### config.mk
export PLATFORM = sky130hd
export DESIGN_NAME = paged_mmu_translate_and_check
export DESIGN_NICKNAME = d
export VERILOG_FILES = /design/src/hdl/mmu_pkg.sv /design/src/hdl/paged_mmu_translate_and_check.sv /design/src/hdl/mmu_front.sv /design/src/hdl/mmu_back.sv
export SDC_FILE = /design/constraint.sdc
export NUM_CORES = 2
export LEC_CHECK = 0
export ABC_AREA = 1
export BUFFER_PORTS_ARGS = -buffer_cell sky130_fd_sc_hd__buf_2
export CELL_PAD_IN_SITES_DETAIL_PLACEMENT = 1
export CELL_PAD_IN_SITES_GLOBAL_PLACEMENT = 1
export CORE_ASPECT_RATIO = 0.6
export CORE_MARGIN = 5
export CORE_UTILIZATION = 43
export CTS_CLUSTER_DIAMETER = 30
export DETAILED_ROUTE_END_ITERATION = 12
export PLACE_DENSITY = 0.75
export SETUP_SLACK_MARGIN = 0.15
export SYNTH_ARGS = -nofsm -noshare
export SYNTH_HDL_FRONTEND = slang
export SYNTH_SLANG_ARGS = --single-unit
### constraint.sdc
create_clock -name i_clk -period 9.74 [get_ports i_clk]
set_input_delay 1.948 -clock i_clk [delete_from_list [all_inputs] [get_ports i_clk]]
set_output_delay 1.948 -clock i_clk [all_outputs]
set_load 0.1 [all_outputs]
### src/hdl/mmu_pkg.sv
// -----------------------------------------------------------------------------
// mmu_pkg
// Types and constants shared by the paged MMU front end, back end and top.
// -----------------------------------------------------------------------------
package mmu_pkg;

    localparam int unsigned QDEPTH = 2;
    localparam int unsigned QPTR_W = 1;

    localparam logic [21:0] STATUS_ZERO_PHYS_ADDR = 22'd4194170;
    localparam logic [15:0] PDR_RD_MASK = 16'o077716;
    localparam logic [15:0] PDR_WR_MASK = 16'o077416;
    localparam logic [15:0] PAR_RD_MASK = 16'o007777;
    localparam logic [17:0] ADDR18_MASK = 18'o777777;
    localparam logic [12:0] DF_MASK     = 13'o17777;
    localparam logic [21:0] IOPAGE_BASE = 22'(8'o77) << 16;

    localparam logic [2:0] MODE_REG_RD = 3'd0;
    localparam logic [2:0] MODE_REG_WR = 3'd1;
    localparam logic [2:0] MODE_TBL_RD = 3'd2;
    localparam logic [2:0] MODE_TBL_WR = 3'd3;
    localparam logic [2:0] MODE_XLATE  = 3'd4;
    localparam logic [2:0] MODE_RESET  = 3'd5;
    localparam logic [2:0] MODE_NOP    = 3'd7;

    localparam logic [1:0] OC_OK    = 2'd0;
    localparam logic [1:0] OC_ABORT = 2'd1;
    localparam logic [1:0] OC_TRAP  = 2'd2;

    localparam logic [1:0] CM_KERNEL = 2'd0;
    localparam logic [1:0] CM_SUPER  = 2'd1;
    localparam logic [1:0] CM_USER   = 2'd3;

    localparam logic [1:0] REG_SR0 = 2'd0;
    localparam logic [1:0] REG_SR1 = 2'd1;
    localparam logic [1:0] REG_SR2 = 2'd2;
    localparam logic [1:0] REG_SR3 = 2'd3;

    // PDR access control field
    localparam logic [2:0] ACF_NONRES  = 3'd0;
    localparam logic [2:0] ACF_RO_TRAP = 3'd1;
    localparam logic [2:0] ACF_RO      = 3'd2;
    localparam logic [2:0] ACF_RSVD3   = 3'd3;
    localparam logic [2:0] ACF_TRAP_RW = 3'd4;
    localparam logic [2:0] ACF_TRAP_WR = 3'd5;
    localparam logic [2:0] ACF_RW      = 3'd6;
    localparam logic [2:0] ACF_RSVD7   = 3'd7;

    typedef struct packed {
        logic [2:0]  mode;
        logic [1:0]  processor_mode;
        logic        is_fetch;
        logic        is_write;
        logic        in_trap;
        logic        wbit_inhibit;
        logic [15:0] virtual_address;
        logic [1:0]  table_select;
        logic [5:0]  io_offset;
        logic [1:0]  reg_select;
        logic [15:0] write_data;
        logic        byte_write;
    } t_in;

    typedef struct packed {
        logic [15:0] read_data;
        logic [21:0] physical_address;
        logic [1:0]  outcome;
    } t_out;

    // classified item handed from front to back
    typedef struct packed {
        logic [2:0]  mode;
        logic [5:0]  idx;
        logic        sel_par;
        logic        odd_byte;
        logic        byte_write;
        logic [15:0] write_data;
        logic [1:0]  reg_select;
        logic [1:0]  cm;
        logic        is_fetch;
        logic        is_write;
        logic        no_wbit;
        logic        in_trap;
        logic [15:0] va;
    } t_op;

    function automatic logic [15:0] merge_byte(logic [15:0] old, logic [15:0] d,
                                               logic odd);
        return odd ? {d[7:0], old[7:0]} : {old[15:8], d[7:0]};
    endfunction

endpackage

### src/hdl/paged_mmu_translate_and_check.sv
// -----------------------------------------------------------------------------
// paged_mmu_translate_and_check
// Paged MMU: status and page table access plus virtual address translation.
// -----------------------------------------------------------------------------
// Each item first reads the PAR/PDR pair from the synchronous table RAM in the
// back end, then executes and writes back any table update.
// A two-entry queue in front accepts items while the back end is busy, and
// the result register holds one result for pop. After reset the block sweeps
// the 64-entry tables to zero before the first item executes.
module paged_mmu_translate_and_check import mmu_pkg::*; (
    input  logic i_clk,
    input  logic i_rst_n,
    input  logic push,
    output logic full,
    input  t_in  i_item,
    output logic empty,
    input  logic pop,
    output t_out o_result
);

    logic w_op_valid, w_op_take;
    t_op  w_op;

    mmu_front u_front (
        .i_clk      (i_clk),
        .i_rst_n    (i_rst_n),
        .i_push     (push),
        .o_full     (full),
        .i_item     (i_item),
        .o_op_valid (w_op_valid),
        .o_op       (w_op),
        .i_op_take  (w_op_take)
    );

    mmu_back u_back (
        .i_clk      (i_clk),
        .i_rst_n    (i_rst_n),
        .i_op_valid (w_op_valid),
        .i_op       (w_op),
        .o_op_take  (w_op_take),
        .o_empty    (empty),
        .i_pop      (pop),
        .o_res      (o_result)
    );

endmodule

### src/hdl/mmu_front.sv
// -----------------------------------------------------------------------------
// mmu_front
// Accepts items, forms the table index and fields, and queues them for the
// back end.
// -----------------------------------------------------------------------------
module mmu_front import mmu_pkg::*; (
    input  logic i_clk,
    input  logic i_rst_n,
    input  logic i_push,
    output logic o_full,
    input  t_in  i_item,
    output logic o_op_valid,
    output t_op  o_op,
    input  logic i_op_take
);

    t_op              r_q [QDEPTH];
    logic [QPTR_W-1:0] r_wp, r_rp;
    logic [QPTR_W:0]   r_cnt;
    t_op               w_op;
    logic              w_push, w_pop;

    always_comb begin
        w_op            = '0;
        w_op.mode       = i_item.mode;
        w_op.idx        = {i_item.table_select, i_item.io_offset[4:1]};
        w_op.sel_par    = i_item.io_offset[5];
        w_op.odd_byte   = i_item.io_offset[0];
        w_op.byte_write = i_item.byte_write;
        w_op.write_data = i_item.write_data;
        w_op.reg_select = i_item.reg_select;
        w_op.cm         = i_item.processor_mode;
        w_op.is_fetch   = i_item.is_fetch;
        w_op.is_write   = i_item.is_write;
        w_op.no_wbit    = i_item.wbit_inhibit;
        w_op.in_trap    = i_item.in_trap;
        w_op.va         = i_item.virtual_address;
    end

    assign o_full     = (r_cnt == (QPTR_W+1)'(QDEPTH));
    assign w_push     = i_push && !o_full;
    assign o_op_valid = (r_cnt != '0);
    assign w_pop      = i_op_take && o_op_valid;
    assign o_op       = r_q[r_rp];

    always_ff @(posedge i_clk) begin
        if (w_push) begin
            r_q[r_wp] <= w_op;
        end
        if (!i_rst_n) begin
            r_wp  <= '0;
            r_rp  <= '0;
            r_cnt <= '0;
        end else begin
            if (w_push) r_wp <= r_wp + 1'b1;
            if (w_pop)  r_rp <= r_rp + 1'b1;
            r_cnt <= r_cnt + (QPTR_W+1)'(w_push) - (QPTR_W+1)'(w_pop);
        end
    end

endmodule

### src/hdl/mmu_back.sv
// -----------------------------------------------------------------------------
// mmu_back
// Executes register, table, translate and reset items. Table words live in
// synchronous RAM; a translate reads the entry, then may write back the PDR.
// -----------------------------------------------------------------------------
module mmu_back import mmu_pkg::*; (
    input  logic i_clk,
    input  logic i_rst_n,
    input  logic i_op_valid,
    input  t_op  i_op,
    output logic o_op_take,
    output logic o_empty,
    input  logic i_pop,
    output t_out o_res
);

    typedef enum logic [1:0] {S_IDLE, S_EXEC, S_CLEAR} t_state;

    t_state      r_state;
    logic [15:0] r_par [64];
    logic [15:0] r_pdr [64];
    logic [15:0] r_par_q, r_pdr_q;
    logic [15:0] r_sr0, r_sr2, r_sr3;
    logic [5:0]  r_clr;
    t_op         r_op;
    t_out        r_res;
    logic        r_full;

    logic [5:0]  w_raddr;
    logic        w_ds, w_take;
    logic [5:0]  w_xidx;
    t_op         w_op_in;

    // translate fields
    logic [15:0] w_pdrv, w_parv;
    logic [17:0] w_adder;
    logic [21:0] w_mpa;
    logic [6:0]  w_bn, w_plf;
    logic        w_ple;
    logic        upd, set_a, set_w, f_nr, f_ple, f_ro, f_pg, ab, tr;
    logic        w_pdr_we, w_par_we;
    logic [5:0]  w_waddr;
    logic [15:0] w_pdr_wd, w_par_wd, n_sr0, n_sr2, n_sr3;
    t_out        n_res;
    logic [2:0]  w_apf;

    assign o_empty = !r_full;
    assign o_res   = r_res;
    // take a new op when idle and the result slot is free or being drained
    assign w_take    = (r_state == S_IDLE) && i_op_valid && (!r_full || i_pop);
    assign o_op_take = w_take;

    always_comb begin
        unique case (i_op.cm)
            CM_KERNEL: w_ds = r_sr3[2];
            CM_SUPER:  w_ds = r_sr3[1];
            CM_USER:   w_ds = r_sr3[0];
            default:   w_ds = 1'b0;
        endcase
        w_xidx = {(i_op.in_trap ? CM_KERNEL : i_op.cm), (w_ds && !i_op.is_fetch),
                  i_op.va[15:13]};
        w_raddr = (i_op.mode == MODE_XLATE) ? w_xidx : i_op.idx;
        w_op_in     = i_op;
        w_op_in.idx = w_raddr;
    end

    always_comb begin
        w_apf   = r_op.va[15:13];
        w_pdrv  = r_pdr_q & PDR_RD_MASK;
        w_parv  = r_par_q & PAR_RD_MASK;
        w_adder = (18'(w_parv) << 6) + 18'(r_op.va[12:0] & DF_MASK);
        w_adder = w_adder & ADDR18_MASK;
        w_mpa   = (w_adder[17:13] == 5'b11111) ? (IOPAGE_BASE | 22'(w_adder[15:0]))
                                               : 22'(w_adder);
        w_bn    = r_op.va[12:6];
        w_plf   = w_pdrv[14:8];
        w_ple   = w_pdrv[3] ? (w_bn < w_plf) : (w_bn > w_plf);
        upd = 1'b0; set_a = 1'b0; set_w = 1'b0; f_nr = 1'b0; f_ple = 1'b0;
        f_ro = 1'b0; f_pg = 1'b0; ab = 1'b0; tr = 1'b0;
        if (r_op.is_write) begin
            case (w_pdrv[2:0]) inside
                ACF_NONRES, ACF_RSVD3, ACF_RSVD7: begin
                    upd = 1'b1; f_pg = 1'b1; f_nr = 1'b1; f_ple = w_ple; ab = 1'b1;
                end
                ACF_RO_TRAP, ACF_RO: begin
                    upd = 1'b1; f_pg = 1'b1; f_ro = 1'b1; f_ple = w_ple; ab = 1'b1;
                end
                ACF_TRAP_RW: begin
                    upd = 1'b1; set_a = 1'b1; f_nr = 1'b1; f_pg = 1'b1; tr = 1'b1;
                end
                ACF_RW: begin
                    upd = 1'b1; f_pg = 1'b1;
                    set_w = !r_op.no_wbit && (w_mpa != STATUS_ZERO_PHYS_ADDR);
                    f_ple = w_ple; tr = w_ple;
                end
                default: ;
            endcase
        end else begin
            case (w_pdrv[2:0]) inside
                ACF_NONRES, ACF_RSVD3, ACF_RSVD7: begin
                    f_nr = 1'b1; f_pg = 1'b1; f_ple = w_ple; ab = 1'b1;
                end
                ACF_TRAP_RW: begin
                    upd = 1'b1; set_a = 1'b1; f_ple = w_ple; f_pg = 1'b1;
                    f_nr = 1'b1; tr = 1'b1;
                end
                ACF_RO, ACF_TRAP_WR, ACF_RW: begin
                    f_pg = 1'b1; f_ple = w_ple; ab = w_ple;
                end
                default: ;
            endcase
        end
    end

    // result and state updates for the op held in r_op (S_EXEC)
    always_comb begin
        n_res = '0;
        n_sr0 = r_sr0; n_sr2 = r_sr2; n_sr3 = r_sr3;
        w_pdr_we = 1'b0; w_par_we = 1'b0;
        w_waddr = r_op.idx; w_pdr_wd = '0; w_par_wd = '0;
        unique case (r_op.mode)
            MODE_REG_RD: begin
                case (r_op.reg_select)
                    REG_SR0: n_res.read_data = r_sr0;
                    REG_SR2: n_res.read_data = r_sr2;
                    REG_SR3: n_res.read_data = r_sr3;
                    default: n_res.read_data = '0;
                endcase
            end
            MODE_REG_WR: begin
                if (r_op.reg_select == REG_SR0)
                    n_sr0 = r_op.byte_write ? merge_byte(r_sr0, r_op.write_data, 1'b0)
                                            : r_op.write_data;
                else if (r_op.reg_select == REG_SR3)
                    n_sr3 = r_op.byte_write ? merge_byte(r_sr3, r_op.write_data, 1'b0)
                                            : r_op.write_data;
            end
            MODE_TBL_RD: begin
                n_res.read_data = r_op.sel_par ? (r_par_q & PAR_RD_MASK)
                                               : (r_pdr_q & PDR_RD_MASK);
            end
            MODE_TBL_WR: begin
                if (r_op.sel_par) begin
                    w_par_we = 1'b1;
                    w_par_wd = r_op.byte_write ?
                        merge_byte(r_par_q, r_op.write_data, r_op.odd_byte) : r_op.write_data;
                end else begin
                    w_pdr_we = 1'b1;
                    w_pdr_wd = (r_op.byte_write ?
                        merge_byte(r_pdr_q, r_op.write_data, r_op.odd_byte) : r_op.write_data)
                        & PDR_WR_MASK;
                end
            end
            MODE_XLATE: begin
                if (r_op.is_fetch && !((r_sr0[15:13] != 3'b000) || r_op.cm == CM_SUPER))
                    n_sr2 = r_op.va;
                if (!r_sr0[0]) begin
                    n_res.physical_address = 22'(r_op.va);
                end else begin
                    w_waddr  = r_op.idx;
                    w_pdr_we = upd;
                    w_pdr_wd = w_pdrv | (set_a ? 16'o200 : 16'o0) | (set_w ? 16'o100 : 16'o0);
                    if ((f_nr || f_ple || f_ro || f_pg) && r_sr0[15:13] == 3'b000) begin
                        n_sr0[15] = f_nr | r_sr0[15];
                        n_sr0[14] = f_ple | r_sr0[14];
                        n_sr0[13] = f_ro | r_sr0[13];
                        if (f_pg) begin
                            n_sr0[6:5] = r_op.cm;
                            n_sr0[3:1] = w_apf;
                        end
                    end
                    if (ab)      n_res.outcome = OC_ABORT;
                    else if (tr) n_res.outcome = OC_TRAP;
                    else         n_res.physical_address = w_mpa;
                end
            end
            MODE_RESET: begin
                n_sr0 = r_sr0 & ~16'o160400;
            end
            default: ;
        endcase
    end

    // tables: one read port (registered), one write port; clearing sweep after reset
    always_ff @(posedge i_clk) begin
        if (r_state == S_CLEAR) begin
            r_par[r_clr] <= '0;
            r_pdr[r_clr] <= '0;
        end else if (r_state == S_EXEC) begin
            if (w_par_we) r_par[w_waddr] <= w_par_wd;
            if (w_pdr_we) r_pdr[w_waddr] <= w_pdr_wd;
        end
        r_par_q <= r_par[w_raddr];
        r_pdr_q <= r_pdr[w_raddr];
    end

    always_ff @(posedge i_clk) begin
        if (w_take) begin
            r_op <= w_op_in;
        end
        if (r_state == S_EXEC) r_res <= n_res;
        if (!i_rst_n) begin
            r_state <= S_CLEAR;
            r_clr   <= '0;
            r_full  <= 1'b0;
            r_sr0   <= '0;
            r_sr2   <= '0;
            r_sr3   <= '0;
        end else begin
            unique case (r_state)
                S_CLEAR: begin
                    r_clr <= r_clr + 1'b1;
                    if (r_clr == 6'd63) r_state <= S_IDLE;
                end
                S_IDLE: begin
                    if (i_pop) r_full <= 1'b0;
                    if (w_take) r_state <= S_EXEC;
                end
                S_EXEC: begin
                    r_sr0   <= n_sr0;
                    r_sr2   <= n_sr2;
                    r_sr3   <= n_sr3;
                    r_full  <= 1'b1;
                    r_state <= S_IDLE;
                end
                default: r_state <= S_IDLE;
            endcase
        end
    end

endmodule

==> results.md <==
* Core area at 181500 sq um
* Layout cells sized above 1 at 10.63%
* Avg Cell Area, Syn at 10.29 sq um
* CP Class: reg -> reg
* Most common cell after layout, fill and taps aside: nand2_1
* Initial DRC Count at 8116
* Total power at 21670 uW
* Most frequent CP cell: nand2_1
* Row count at 121
* Clock Skews at 0.05056 ns
* Post-CTS Hold Fix Bufs at 0
* WP data arrival at 7.10 ns
* Register bit total from synthesis at 1814
* Slew HR at 7.330%
* Critical path buffers and inverters at 4
* Vias per cell at 5.658
* First-pass GRT wire length at 400500 microns
* Yosys warnings at 0
* Final hold vios at 0
* Maxcap violations at 0
* Maximum vdd drop at 154.8 uV
* Die X at 561.6 microns
* Worst-Margin Slew at 1.385 ns
* Leakage Power at 0.03830 uW
* Post_cts resized at 0
* Syn Nets at 7705
* DR pass1 iterations at 6
* Synth Cell Area at 78500 sq um
* Detail Placement HPWL at 161000 microns
* Initial antenna violation count at 12
* CP endpoint kind: flop
* Biggest cell delay along the critical path at 0.75 ns
* Yosys top cell by area: edfxtp_1
* Post-route ant nets at 0
* Total Wirelength at 274100 microns
* Total CTS buffers at 303
* Worst Hold Class: reg -> reg
* Outcome: finished clean
* CP max stage cell: inv_2
* Longest Clk Path Bufs at 4
* Routability cong. at 0.9098
* Initial core utilization at 43.25%
* DRC violation count after routing at 0
* Final Max Slew Viols at 0
* Die Y at 341.0 microns
* Most crowded layer after global routing: met2
* Area added between synthesis and finish at 17.95%
* Worst hold start: u_back.r_sr3[8]
* Top FF cell, synth: edfxtp_1
* CTS tree: built
* Seq/Total Area, Yosys at 68.29%
* Die area at 191500 sq um
* Vias in the first global route at 61120
* Root buffer cell: clkbuf_16
* Cells after synthesis at 7631
* Commonest non-fill, non-tap cells in the layout: 2077 x nand2_1, 1728 x edfxtp_1, 1423 x nand3_1
* Crit Path Max Fanout at 123
* Clock sinks at 1814
* I/O pins at 98
* GR Util met3 at 9.355%
* Post-CTS setup buffers at 0
* Power Density at 234.1 nW/um^2
* Worst Path Required at 10.45 ns
* Final Util at 51.01%
* CTS clk-pin slew, worst paths at 0.06 ns
* Met2 GRT Util at 40.74%
* Yosys top cell area share at 66.10%
* Clock Latency Late Sink at 0.84 ns
* Global-route track usage on met1 at 39.63%
* # setup viols final at 0
* Htree depth at 5
* EDFF count, synth at 1728
* Total grt overflow at 0
* Async SR Flop Fraction at 0%
* DR vias at 59190
* CP Launch Type: flop
* RSZ-0062 raised after global routing: false
* Routed WL per cell at 26.20 microns
* Synth top area cells: edfxtp_1 66%, nand2_1 10%, nand3_1 9.1%
* Tmin final at 6.395 ns
* Fmax at 0.1564 GHz
* CP Cell Sequence: buf_4 -> inv_2 -> nand2_1 -> nand2_2 -> nand3_2 -> nand2_2 -> buf_4 -> nand2_4 -> buf_12 -> nand2_1 -> nand2_1 -> nand2_1 -> nand3_1 -> nand3_1 -> nand3_1 -> nand3_1 -> nand2_1
* Net count, final at 7894
* Port bufs at 97
* Netlist cell types at 46
* Final period utilization at 65.66%
* Top delay family on crit path: simple AND/OR/NAND/NOR gates
* Sum Neg Setup Slack at 0 ns
* Largest net degree at the start of global routing at 163
* GRT Total Usage at 27.88%
-- metrics by stage --
| step | instances | setup WS [ns] | instance area (sq um) | hold WS [ns] |
|---|---|---|---|---|
| floorplan | 7631 | 2.286 | 78500 | 0.4245 |
| global placement | 9913 | 3.868 | 82100 | 0.4389 |
| detailed placement | 9913 | 3.791 | 82100 | 0.4522 |
| CTS | 10460 | 3.629 | 92580 | 0.4595 |
| global route | 10460 | 3.150 | 92590 | 0.4840 |
| finish | 10460 | 3.345 | 92590 | 0.4597 |
-- routing by layer --
metal / wire length (microns) / share of wire, %
met5: 41 / 0.015
met4: 7585 / 2.8
met3: 34390 / 13
met2: 118000 / 43
met1: 114100 / 42
-- area by class of cell --
cell class              instances  area, sq um
fillers                     19410        88930
flip-flops and latches       1814        53610
multi-input cells            4060        18480
clock buffers                 337         7931
inverters                    1378         5177
well taps                    2398         3000
clock inverters               208         2540
repair buffers                263         1844
diodes                          3        7.507
-- cell usage after synthesis, types with 17 or more instances --
library cell	n
a211oi_1	18
a21oi_1	67
buf_1	29
buf_2	196
clkbuf_1	145
dfxtp_1	86
edfxtp_1	1728
ha_1	17
inv_1	1368
nand2_1	2082
nand3_1	1424
nand3b_1	25
nand4_1	24
nor2_1	204
nor3_1	21
o21ai_0	76
-- kinds of logic (layout without fill, tap and decap cells) --
kind of cell / after synthesis / after routing / synth area share [%]
other: 0 / 3 / 0
XOR/XNOR: 9 / 9 / 0.1004
AO/OA/AOI/OAI: 228 / 228 / 1.755
buffers and inverters: 1757 / 2186 / 8.756
adder cells (fa/ha/maj): 18 / 18 / 0.2964
flip-flops: 1814 / 1814 / 68.29
AND/OR/NAND/NOR: 3804 / 3804 / 20.79
multiplexers: 1 / 1 / 0.01275
-- worst register-to-register path, delay by kind of cell (launching register included) --
kind          cells  cell delay [ns]
buf+inv           4             2.26
flops             1             0.32
simple gates     13             3.70
-- worst paths after layout --
kind	to	slack (ns)	cells past startpoint
worst min register to register	u_back.r_sr3[8]	0.46	2
worst min-delay path	u_back.r_sr3[8]	0.46	2
worst max register to register	u_back.r_pdr_q[9]	3.34	17
worst max-delay path	u_back.r_pdr_q[9]	3.34	17
-- registers in the layout (all words and copies together) (netlist names), named ones only --
name / count
u_back.r_sr3: 16
u_back.r_par: 768
u_front.r_q: 104
u_front.r_cnt: 2
u_back.r_full: 1
u_back.r_pdr: 768
u_back.r_par_q: 12
u_front.r_rp: 1
u_back.r_op: 51
u_back.o_res: 37
u_back.r_sr0: 16
u_back.r_sr2: 16
u_front.r_wp: 1
u_back.r_clr: 6
u_back.r_pdr_q: 12
u_back.r_state: 2
-- where the power goes --
part	internal, uW	switching, uW	total, uW
registers	8540	127	8660
logic	444	1470	1910
clock network	7060	4040	11100
total	16000	5630	21700
(Power assumes the default switching activity.)
